<file path="src/design/ple_pkg.sv">
// package: sizes, codes and shared types of the positional list engine
package ple_pkg;

   localparam int LIST_CAPACITY = 16;
   localparam int DATA_WIDTH    = 32;
   localparam int ADDR_WIDTH    = $clog2(LIST_CAPACITY);
   localparam int COUNT_WIDTH   = $clog2(LIST_CAPACITY + 1);
   localparam int OP_WIDTH      = 2;
   localparam int POS_WIDTH     = 5;
   localparam int STATUS_WIDTH  = 2;

   typedef enum logic [OP_WIDTH-1:0] {
      OP_INSERT = 2'd0,
      OP_REMOVE = 2'd1,
      OP_READ   = 2'd2,
      OP_WRITE  = 2'd3
   } req_op_type;

   typedef enum logic [STATUS_WIDTH-1:0] {
      ST_DONE    = 2'd0,
      ST_BAD_POS = 2'd1,
      ST_FULL    = 2'd2
   } status_type;

   typedef enum logic [2:0] {
      S_IDLE,
      S_SHIFT,
      S_DRAIN,
      S_WRITE,
      S_READ,
      S_REPLY
   } state_type;

   typedef struct packed {
      logic                  en;
      logic [ADDR_WIDTH-1:0] addr;
      logic [DATA_WIDTH-1:0] data;
   } ram_wr_type;

endpackage

</file>
<file path="src/design/ple_req_if.sv">
// request channel: valid/ready handshake with the request word
interface ple_req_if;
   logic                           valid;
   logic                           ready;
   logic [ple_pkg::OP_WIDTH-1:0]   req_type;
   logic [ple_pkg::POS_WIDTH-1:0]  position;
   logic [ple_pkg::DATA_WIDTH-1:0] value;

   modport source (output valid, output req_type, output position, output value,
                   input ready);
   modport sink   (input valid, input req_type, input position, input value,
                   output ready);
endinterface

</file>
<file path="src/design/ple_rsp_if.sv">
// response channel: valid/ready handshake with the response word
interface ple_rsp_if;
   logic                             valid;
   logic                             ready;
   logic [ple_pkg::STATUS_WIDTH-1:0] status;
   logic [ple_pkg::DATA_WIDTH-1:0]   read_value;
   logic [ple_pkg::COUNT_WIDTH-1:0]  length;
   logic                             is_empty;

   modport source (output valid, output status, output read_value, output length,
                   output is_empty, input ready);
   modport sink   (input valid, input status, input read_value, input length,
                   input is_empty, output ready);
endinterface

</file>
<file path="src/design/ple_list_ram.sv">
// list storage: one write port, one read port with registered read data
module ple_list_ram (
   input  logic                                clock,
   input  ple_pkg::ram_wr_type                 wr,
   input  logic [ple_pkg::ADDR_WIDTH-1:0]      rd_addr,
   output logic [ple_pkg::DATA_WIDTH-1:0]      rd_data
);

   logic [ple_pkg::DATA_WIDTH-1:0] mem [ple_pkg::LIST_CAPACITY];
   logic [ple_pkg::DATA_WIDTH-1:0] rd_data_ff;

   always_ff @(posedge clock) begin
      if (wr.en) begin
         mem[wr.addr] <= wr.data;
      end
      rd_data_ff <= mem[rd_addr];
   end

   assign rd_data = rd_data_ff;

endmodule

</file>
<file path="src/design/positional_list_engine.sv">
// top level: ordered list with positional insert, remove, read and overwrite
//
//   channel  | dir | handshake         | word
//   ---------+-----+-------------------+------------------------------------------
//   req_ch   | in  | valid/ready       | req_type, position, value
//   rsp_ch   | out | valid/ready       | status, read_value, length, is_empty
//
// one request at a time; n = length before the request, p = position
// insert inside the list: shift up, one ram read and write per shifted entry, drain,
// then write the word; remove inside the list: shift down; tail remove and rejected
// request, append, read, overwrite: no shift; one ram port pair sets the shift rate
// reset clears length and state; entries undefined until written, no clearing pass
// a stalled response sits in the output register while the next request is taken
module positional_list_engine (
   input logic        clock,
   input logic        reset,
   ple_req_if.sink    req_ch,
   ple_rsp_if.source  rsp_ch
);

   localparam int AW = ple_pkg::ADDR_WIDTH;
   localparam int CW = ple_pkg::COUNT_WIDTH;
   localparam int PW = ple_pkg::POS_WIDTH;
   localparam int DW = ple_pkg::DATA_WIDTH;

   ple_pkg::state_type  state_ff, state_in;
   ple_pkg::req_op_type op_ff, op_in;
   ple_pkg::status_type status_ff, status_in;
   logic [CW-1:0]       count_ff, count_in;
   logic [AW-1:0]       cursor_ff, cursor_in;
   logic [AW-1:0]       end_ff, end_in;
   logic [AW-1:0]       tgt_ff, tgt_in;
   logic [DW-1:0]       word_ff, word_in;
   logic [DW-1:0]       rd_ff, rd_in;
   logic                pend_ff, pend_in;
   logic [AW-1:0]       wr_addr_ff, wr_addr_in;

   logic                rsp_valid_ff, rsp_valid_in;
   logic [ple_pkg::STATUS_WIDTH-1:0] rsp_status_ff;
   logic [DW-1:0]       rsp_read_ff;
   logic [CW-1:0]       rsp_length_ff;
   logic                rsp_empty_ff;

   ple_pkg::req_op_type acc_op;
   ple_pkg::ram_wr_type ram_wr;
   logic [AW-1:0]       ram_rd_addr;
   logic [DW-1:0]       ram_rd_data;

   logic          accept;
   logic [PW-1:0] pos_dec;
   logic [AW-1:0] pos_addr;
   logic [CW-1:0] cnt_dec;
   logic          pos_zero;
   logic          ins_ok;
   logic          in_range;
   logic          full;
   logic          ins_go;
   logic          ins_shift;
   logic          rem_go;
   logic          rem_shift;
   logic          rd_go;
   logic          wr_go;
   logic          shift_last;
   logic          rsp_load;

   // request decode
   assign accept    = req_ch.valid && (state_ff == ple_pkg::S_IDLE);
   assign acc_op    = ple_pkg::req_op_type'(req_ch.req_type);
   assign pos_dec   = req_ch.position - PW'(1);
   assign pos_addr  = pos_dec[AW-1:0];
   assign cnt_dec   = count_ff - CW'(1);
   assign pos_zero  = (req_ch.position == '0);
   assign ins_ok    = !pos_zero && ((PW+1)'(req_ch.position) <= (PW+1)'(count_ff) + (PW+1)'(1));
   assign in_range  = !pos_zero && ((PW+1)'(req_ch.position) <= (PW+1)'(count_ff));
   assign full      = (count_ff == CW'(ple_pkg::LIST_CAPACITY));
   assign ins_go    = (acc_op == ple_pkg::OP_INSERT) && ins_ok && !full;
   assign ins_shift = ins_go && ((PW+1)'(req_ch.position) <= (PW+1)'(count_ff));
   assign rem_go    = (acc_op == ple_pkg::OP_REMOVE) && in_range;
   assign rem_shift = rem_go && ((PW+1)'(req_ch.position) != (PW+1)'(count_ff));
   assign rd_go     = (acc_op == ple_pkg::OP_READ) && in_range;
   assign wr_go     = (acc_op == ple_pkg::OP_WRITE) && in_range;
   assign shift_last = (cursor_ff == end_ff);
   assign rsp_load  = (state_ff == ple_pkg::S_REPLY) && (!rsp_valid_ff || rsp_ch.ready);

   // next state
   always_comb begin
      state_in = state_ff;
      case (state_ff)
         ple_pkg::S_IDLE: begin
            if (accept) begin
               if (ins_shift || rem_shift) begin
                  state_in = ple_pkg::S_SHIFT;
               end else if (ins_go || wr_go) begin
                  state_in = ple_pkg::S_WRITE;
               end else if (rd_go) begin
                  state_in = ple_pkg::S_READ;
               end else begin
                  state_in = ple_pkg::S_REPLY;
               end
            end
         end
         ple_pkg::S_SHIFT: begin
            if (shift_last) begin
               state_in = (op_ff == ple_pkg::OP_INSERT) ? ple_pkg::S_DRAIN : ple_pkg::S_REPLY;
            end
         end
         ple_pkg::S_DRAIN: state_in = ple_pkg::S_WRITE;
         ple_pkg::S_WRITE: state_in = ple_pkg::S_REPLY;
         ple_pkg::S_READ:  state_in = ple_pkg::S_REPLY;
         ple_pkg::S_REPLY: begin
            if (rsp_load) begin
               state_in = ple_pkg::S_IDLE;
            end
         end
         default: state_in = ple_pkg::S_IDLE;
      endcase
   end

   // datapath next values
   always_comb begin
      op_in      = op_ff;
      status_in  = status_ff;
      count_in   = count_ff;
      cursor_in  = cursor_ff;
      end_in     = end_ff;
      tgt_in     = tgt_ff;
      word_in    = word_ff;
      rd_in      = rd_ff;
      pend_in    = 1'b0;
      wr_addr_in = wr_addr_ff;
      case (state_ff)
         ple_pkg::S_IDLE: begin
            if (accept) begin
               op_in   = acc_op;
               word_in = req_ch.value;
               tgt_in  = pos_addr;
               rd_in   = '0;
               if (acc_op == ple_pkg::OP_INSERT) begin
                  cursor_in = cnt_dec[AW-1:0];
                  end_in    = pos_addr;
                  if (!ins_ok) begin
                     status_in = ple_pkg::ST_BAD_POS;
                  end else if (full) begin
                     status_in = ple_pkg::ST_FULL;
                  end else begin
                     status_in = ple_pkg::ST_DONE;
                  end
               end else begin
                  cursor_in = req_ch.position[AW-1:0];
                  end_in    = cnt_dec[AW-1:0];
                  status_in = in_range ? ple_pkg::ST_DONE : ple_pkg::ST_BAD_POS;
               end
               if (ins_go) begin
                  count_in = count_ff + CW'(1);
               end else if (rem_go) begin
                  count_in = cnt_dec;
               end
            end
         end
         ple_pkg::S_SHIFT: begin
            pend_in = 1'b1;
            if (op_ff == ple_pkg::OP_INSERT) begin
               wr_addr_in = cursor_ff + AW'(1);
               cursor_in  = cursor_ff - AW'(1);
            end else begin
               wr_addr_in = cursor_ff - AW'(1);
               cursor_in  = cursor_ff + AW'(1);
            end
         end
         ple_pkg::S_READ: rd_in = ram_rd_data;
         default: ;
      endcase
   end

   // ram access: shift write-back from the registered read, else a word write
   always_comb begin
      ram_wr.en   = 1'b0;
      ram_wr.addr = tgt_ff;
      ram_wr.data = word_ff;
      if (pend_ff) begin
         ram_wr.en   = 1'b1;
         ram_wr.addr = wr_addr_ff;
         ram_wr.data = ram_rd_data;
      end else if (state_ff == ple_pkg::S_WRITE) begin
         ram_wr.en = 1'b1;
      end
   end

   assign ram_rd_addr  = (state_ff == ple_pkg::S_IDLE) ? pos_addr : cursor_ff;
   assign rsp_valid_in = rsp_load || (rsp_valid_ff && !rsp_ch.ready);

   ple_list_ram u_ram (
      .clock   (clock),
      .wr      (ram_wr),
      .rd_addr (ram_rd_addr),
      .rd_data (ram_rd_data)
   );

   always_ff @(posedge clock) begin
      if (reset) begin
         state_ff     <= ple_pkg::S_IDLE;
         count_ff     <= '0;
         pend_ff      <= 1'b0;
         rsp_valid_ff <= 1'b0;
      end else begin
         state_ff     <= state_in;
         count_ff     <= count_in;
         pend_ff      <= pend_in;
         rsp_valid_ff <= rsp_valid_in;
      end
   end

   always_ff @(posedge clock) begin
      op_ff      <= op_in;
      status_ff  <= status_in;
      cursor_ff  <= cursor_in;
      end_ff     <= end_in;
      tgt_ff     <= tgt_in;
      word_ff    <= word_in;
      rd_ff      <= rd_in;
      wr_addr_ff <= wr_addr_in;
      if (rsp_load) begin
         rsp_status_ff <= status_ff;
         rsp_read_ff   <= rd_ff;
         rsp_length_ff <= count_ff;
         rsp_empty_ff  <= (count_ff == '0);
      end
   end

   assign req_ch.ready      = (state_ff == ple_pkg::S_IDLE);
   assign rsp_ch.valid      = rsp_valid_ff;
   assign rsp_ch.status     = rsp_status_ff;
   assign rsp_ch.read_value = rsp_read_ff;
   assign rsp_ch.length     = rsp_length_ff;
   assign rsp_ch.is_empty   = rsp_empty_ff;

   a_single_write_port: assert property (@(posedge clock) disable iff (reset)
      !(pend_ff && (state_ff == ple_pkg::S_WRITE)))
      else $error("shift write-back collides with word write");

   a_count_bound: assert property (@(posedge clock) disable iff (reset)
      count_ff <= CW'(ple_pkg::LIST_CAPACITY))
      else $error("length beyond capacity");

   a_full_length: assert property (@(posedge clock) disable iff (reset)
      rsp_valid_ff && (rsp_status_ff == ple_pkg::ST_FULL)
      |-> rsp_length_ff == CW'(ple_pkg::LIST_CAPACITY))
      else $error("full status with spare room");

   a_shift_drains: assert property (@(posedge clock) disable iff (reset)
      (state_ff == ple_pkg::S_SHIFT) |=> pend_ff)
      else $error("shift read without write-back");

endmodule
</file>
<file path="src/flat_wrapper.sv">
// flat-port wrapper written by rule: the top's interface ports become plain ports
module positional_list_engine_flat 
  (clock, reset, req_ch_valid, req_ch_req_type, req_ch_position, req_ch_value, req_ch_ready, rsp_ch_valid, rsp_ch_status, rsp_ch_read_value, rsp_ch_length, rsp_ch_is_empty, rsp_ch_ready);
  ple_req_if req_ch_i ();
  ple_rsp_if rsp_ch_i ();
  input logic clock;
  input logic reset;
  input wire logic [$bits(req_ch_i.valid)-1:0] req_ch_valid;
  input wire logic [$bits(req_ch_i.req_type)-1:0] req_ch_req_type;
  input wire logic [$bits(req_ch_i.position)-1:0] req_ch_position;
  input wire logic [$bits(req_ch_i.value)-1:0] req_ch_value;
  output wire logic [$bits(req_ch_i.ready)-1:0] req_ch_ready;
  output wire logic [$bits(rsp_ch_i.valid)-1:0] rsp_ch_valid;
  output wire logic [$bits(rsp_ch_i.status)-1:0] rsp_ch_status;
  output wire logic [$bits(rsp_ch_i.read_value)-1:0] rsp_ch_read_value;
  output wire logic [$bits(rsp_ch_i.length)-1:0] rsp_ch_length;
  output wire logic [$bits(rsp_ch_i.is_empty)-1:0] rsp_ch_is_empty;
  input wire logic [$bits(rsp_ch_i.ready)-1:0] rsp_ch_ready;
  assign req_ch_i.valid = req_ch_valid;
  assign req_ch_i.req_type = req_ch_req_type;
  assign req_ch_i.position = req_ch_position;
  assign req_ch_i.value = req_ch_value;
  assign req_ch_ready = req_ch_i.ready;
  assign rsp_ch_valid = rsp_ch_i.valid;
  assign rsp_ch_status = rsp_ch_i.status;
  assign rsp_ch_read_value = rsp_ch_i.read_value;
  assign rsp_ch_length = rsp_ch_i.length;
  assign rsp_ch_is_empty = rsp_ch_i.is_empty;
  assign rsp_ch_i.ready = rsp_ch_ready;
  positional_list_engine u_core (.clock(clock), .reset(reset), .req_ch(req_ch_i), .rsp_ch(rsp_ch_i));
endmodule
</file>
<file path="config.mk">
export PLATFORM = sky130hd
export DESIGN_NAME = positional_list_engine_flat
export DESIGN_NICKNAME = d
export VERILOG_FILES = /design/src/design/ple_pkg.sv /design/src/design/ple_req_if.sv /design/src/design/ple_rsp_if.sv /design/src/design/ple_list_ram.sv /design/src/design/positional_list_engine.sv /design/src/flat_wrapper.sv
export SDC_FILE = /design/constraint.sdc
export NUM_CORES = 1
export LEC_CHECK = 0
export BUFFER_PORTS_ARGS = -buffer_cell sky130_fd_sc_hd__buf_2
export CAP_MARGIN = 40
export CORE_MARGIN = 2
export CORE_UTILIZATION = 45
export CTS_BUF_LIST = sky130_fd_sc_hd__clkbuf_8 sky130_fd_sc_hd__clkbuf_16
export DETAILED_ROUTE_END_ITERATION = 16
export HOLD_SLACK_MARGIN = 0.05
export SLEW_MARGIN = 20
export SYNTH_ARGS = -nofsm -noshare
export SYNTH_HDL_FRONTEND = slang
export SYNTH_SLANG_ARGS = --single-unit
</file>
<file path="constraint.sdc">
create_clock -name clock -period 5.73 [get_ports clock]
set_clock_uncertainty 0.05 [all_clocks]
set_input_delay 0.8595 -clock clock [delete_from_list [all_inputs] [get_ports clock]]
set_output_delay 0.8595 -clock clock [all_outputs]
set_load 0.02 [all_outputs]
</file>
==> results.sh <==
export IMPL_status="finished, final reports clean"
export IMPL_startpoint_type="flip-flop"
export IMPL_drive_gt1_share_pct=21.4
export IMPL_grt_max_degree=98
export IMPL_synthTopCellsByCount="edfxtp_1, nand2_1, nand3_1, mux2i_1, mux4_2"
export IMPL_avgViaCountPerCell=5.57
export IMPL_finalHoldViolCount=0
export IMPL_htreeDepth=3
export IMPL_fin_area_sq_um=30200
export IMPL_antenna_found_initial=0
export IMPL_core_area_sq_um=57500
export IMPL_cp_max_fo=24
export IMPL_period_needed_ns=3.30
export IMPL_synth_edf_count=636
export IMPL_total_power_uw=16600
export IMPL_nets=1713
export IMPL_ctsResizeCount=0
export IMPL_fmax_mhz=303
export IMPL_yosysTopAreaCell="edfxtp_1"
export IMPL_first_pass_iters=5
export IMPL_async_flop_share_pct=0
export IMPL_rsz0062_at_grt="false"
export IMPL_period_share_pct=57.5
export IMPL_powerDensity_nw_per_um2=548
export IMPL_ys_seq_area_share_pct=76.4
export IMPL_yosysWarnings=0
export IMPL_critPathKind="reg2reg"
export IMPL_worstPathCellList="or3_1 -> o21ai_4 -> buf_16 -> nor2b_2 -> buf_4 -> a32oi_1 -> nand4_1 -> o21ai_1"
export IMPL_insertion_delay_ns=0.61
export IMPL_power_leakage_uw=0.0103
export IMPL_cp_required_ns=6.16
export IMPL_arrival_ns=3.73
export IMPL_postRouteAntennaNets=0
export IMPL_maxCapViolations=0
export IMPL_hold_class="reg2reg"
export IMPL_boundaryPins=85
export IMPL_clockBufferDepth=3
export IMPL_gp_congestion=0.826
export IMPL_io_buffers=84
export IMPL_dieArea_sq_um=59900
export IMPL_hpwl_mm=33.9
export IMPL_cts_buffers=70
export IMPL_synth_seq_cells=678
export IMPL_tightest_slew_ns=0.890
export IMPL_cts_setup_buffers=0
export IMPL_initialDrtViolationCount=1298
export IMPL_clkTransAtPathRegs_ns=0.06
export IMPL_num_fill_cells=4594
export IMPL_ys_types=52
export IMPL_grt_pass1_wl_mm=86.6
export IMPL_synth_flop_cell="edfxtp_1"
export IMPL_cts_sinks=678
export IMPL_via_count=13800
export IMPL_grt_usage_pct=19.5
export IMPL_start_util_pct=45.4
export IMPL_endpoint_kind="flip-flop"
export IMPL_finalSetupViolCount=0
export IMPL_num_antenna_cells=0
export IMPL_syn2layout_area_growth_pct=15.9
export IMPL_hold_slack_ns=0.362
export IMPL_grt_overflow=0
export IMPL_die_h_um=245
export IMPL_synthesis_nets=1590
export IMPL_die_x_um=245
export IMPL_yosys_top_cells_area="edfxtp_1, mux4_2, dfxtp_1"
export IMPL_routed_wl_mm=57.9
export IMPL_cts_tree="done"
export IMPL_post_dp_cell_area_sq_um=28000
export IMPL_drc_errors=0
export IMPL_root_buffer="clkbuf_16"
export IMPL_max_slew_margin_rel_pct=40.7
export IMPL_crit_slowest_cell="or3_1"
export IMPL_synthCells=1531
export IMPL_hold_buffers=0
export IMPL_grt_pass1_vias=13800
export IMPL_slowest_delay_ns=0.63
export IMPL_rows=88
export IMPL_ir_drop_v=0.000779
export IMPL_fin_tns_setup_ns=0
export IMPL_syn_area_sq_um=26100
export IMPL_synth_top_area_share_pct=73.2
export IMPL_drv_slew=0
export IMPL_wire_per_inst_um=23.4
export IMPL_synth_most_common_cell="edfxtp_1"
export IMPL_synth_avg_cell_area_sq_um=17.0
[layer usage]
| layer | vias to the layer above | global-route usage [%] | routed length [um] | part of all wire [%] |
|---|---|---|---|---|
| met5 | - | 0 | 0 | 0 |
| met1 | 7119 | 26.6 | 25500 | 44 |
| li1 | 6212 | - | - | - |
| met3 | 99 | 2.77 | 2690 | 4.6 |
| met2 | 372 | 32.4 | 28400 | 49 |
| met4 | 0 | 6.31 | 1380 | 2.4 |
[flip-flops by register name (all words and copies together), names as in the netlist]
register,count
u_core.word_ff,32
u_core.end_ff,4
u_core.wr_addr_ff,4
u_core.rsp_ch.status,2
u_core.rd_ff,32
u_core.rsp_ch.is_empty,1
u_core.cursor_ff,4
u_core.rsp_ch.length,5
u_core.u_ram.mem,512
u_core.status_ff,2
u_core.rsp_ch.read_value,32
u_core.rsp_ch.valid,1
u_core.op_ff,2
u_core.state_ff,3
u_core.tgt_ff,4
u_core.count_ff,5
u_core.pend_ff,1
u_core.u_ram.rd_data,32
[final timing paths]
| check | start | endpoint | slack [ns] | cells past startpoint |
|---|---|---|---|---|
| setup / recovery | u_core.state_ff[2] | u_core.u_ram.rd_data[9] | 2.43 | 8 |
| hold / removal | u_core.status_ff[1] | u_core.rsp_ch.status[1] | 0.36 | 0 |
| setup reg to reg | u_core.state_ff[2] | u_core.u_ram.rd_data[9] | 2.43 | 8 |
| hold reg to reg | u_core.status_ff[1] | u_core.rsp_ch.status[1] | 0.36 | 0 |
[cells in the final DEF, fill, tap and decap left out, types with 6 or more instances in the layout]
master,n
nand2_1,210
mux4_2,64
ha_1,16
a32oi_1,32
buf_16,16
clkbuf_8,7
nor2_1,26
clkinv_1,6
and3_1,32
nand4_1,35
mux2i_1,70
edfxtp_1,636
inv_1,42
o21ai_0,13
buf_2,84
a21oi_1,16
mux2_2,34
o21ai_1,32
xnor2_1,13
buf_4,29
dfxtp_1,40
a211oi_1,6
nor2_4,16
nand3_1,79
clkbuf_16,71
clkinv_2,11
[per-stage QoR]
| stage | setup WS, ns | utilization, % | std cells |
|---|---|---|---|
| floorplan | 2.42 | - | 1531 |
| global placement | 1.71 | 47.9 | 2327 |
| global route | 2.27 | 52.6 | 2477 |
| detailed placement | 1.99 | 48.7 | 2346 |
| CTS | 2.33 | 52.6 | 2476 |
| finish | 2.43 | 52.6 | 2477 |
[critical path, delay by kind of cell, from the launching register on]
family	cells	cell delay (ns)
AO/OA/AOI/OAI	3	0.67
buffers and inverters	2	0.71
flip-flops	1	0.47
AND/OR/NAND/NOR	3	1.24
[cells by family after synthesis]
family / share of synthesized area (%)
xor gates and xnor gates: 0.537
and+or+nand+nor: 7.34
AOI/OAI and AO/OA: 3.26
adders and majority gates: 0.767
DFF: 76.4
buffers and inverters: 1.89
muxes: 9.80
[power breakdown]
part,internal [uW],switching (uW)
logic,2060,3350
registers,6510,300
clock network,2500,1870
[cell type report]
| type | instances | area, sq um | share of cell area, % |
|---|---|---|---|
| Sequential cell | 678 | 19900 | 66.0 |
| Multi-Input combinational cell | 751 | 5840 | 19.3 |
| Clock buffer | 78 | 1870 | 6.19 |
| Timing Repair Buffer | 134 | 1180 | 3.90 |
| Tap cell | 765 | 957 | 3.17 |
| Clock inverter | 52 | 359 | 1.19 |
| Inverter | 19 | 83.8 | 0.277 |
(Power assumes the default switching activity.)
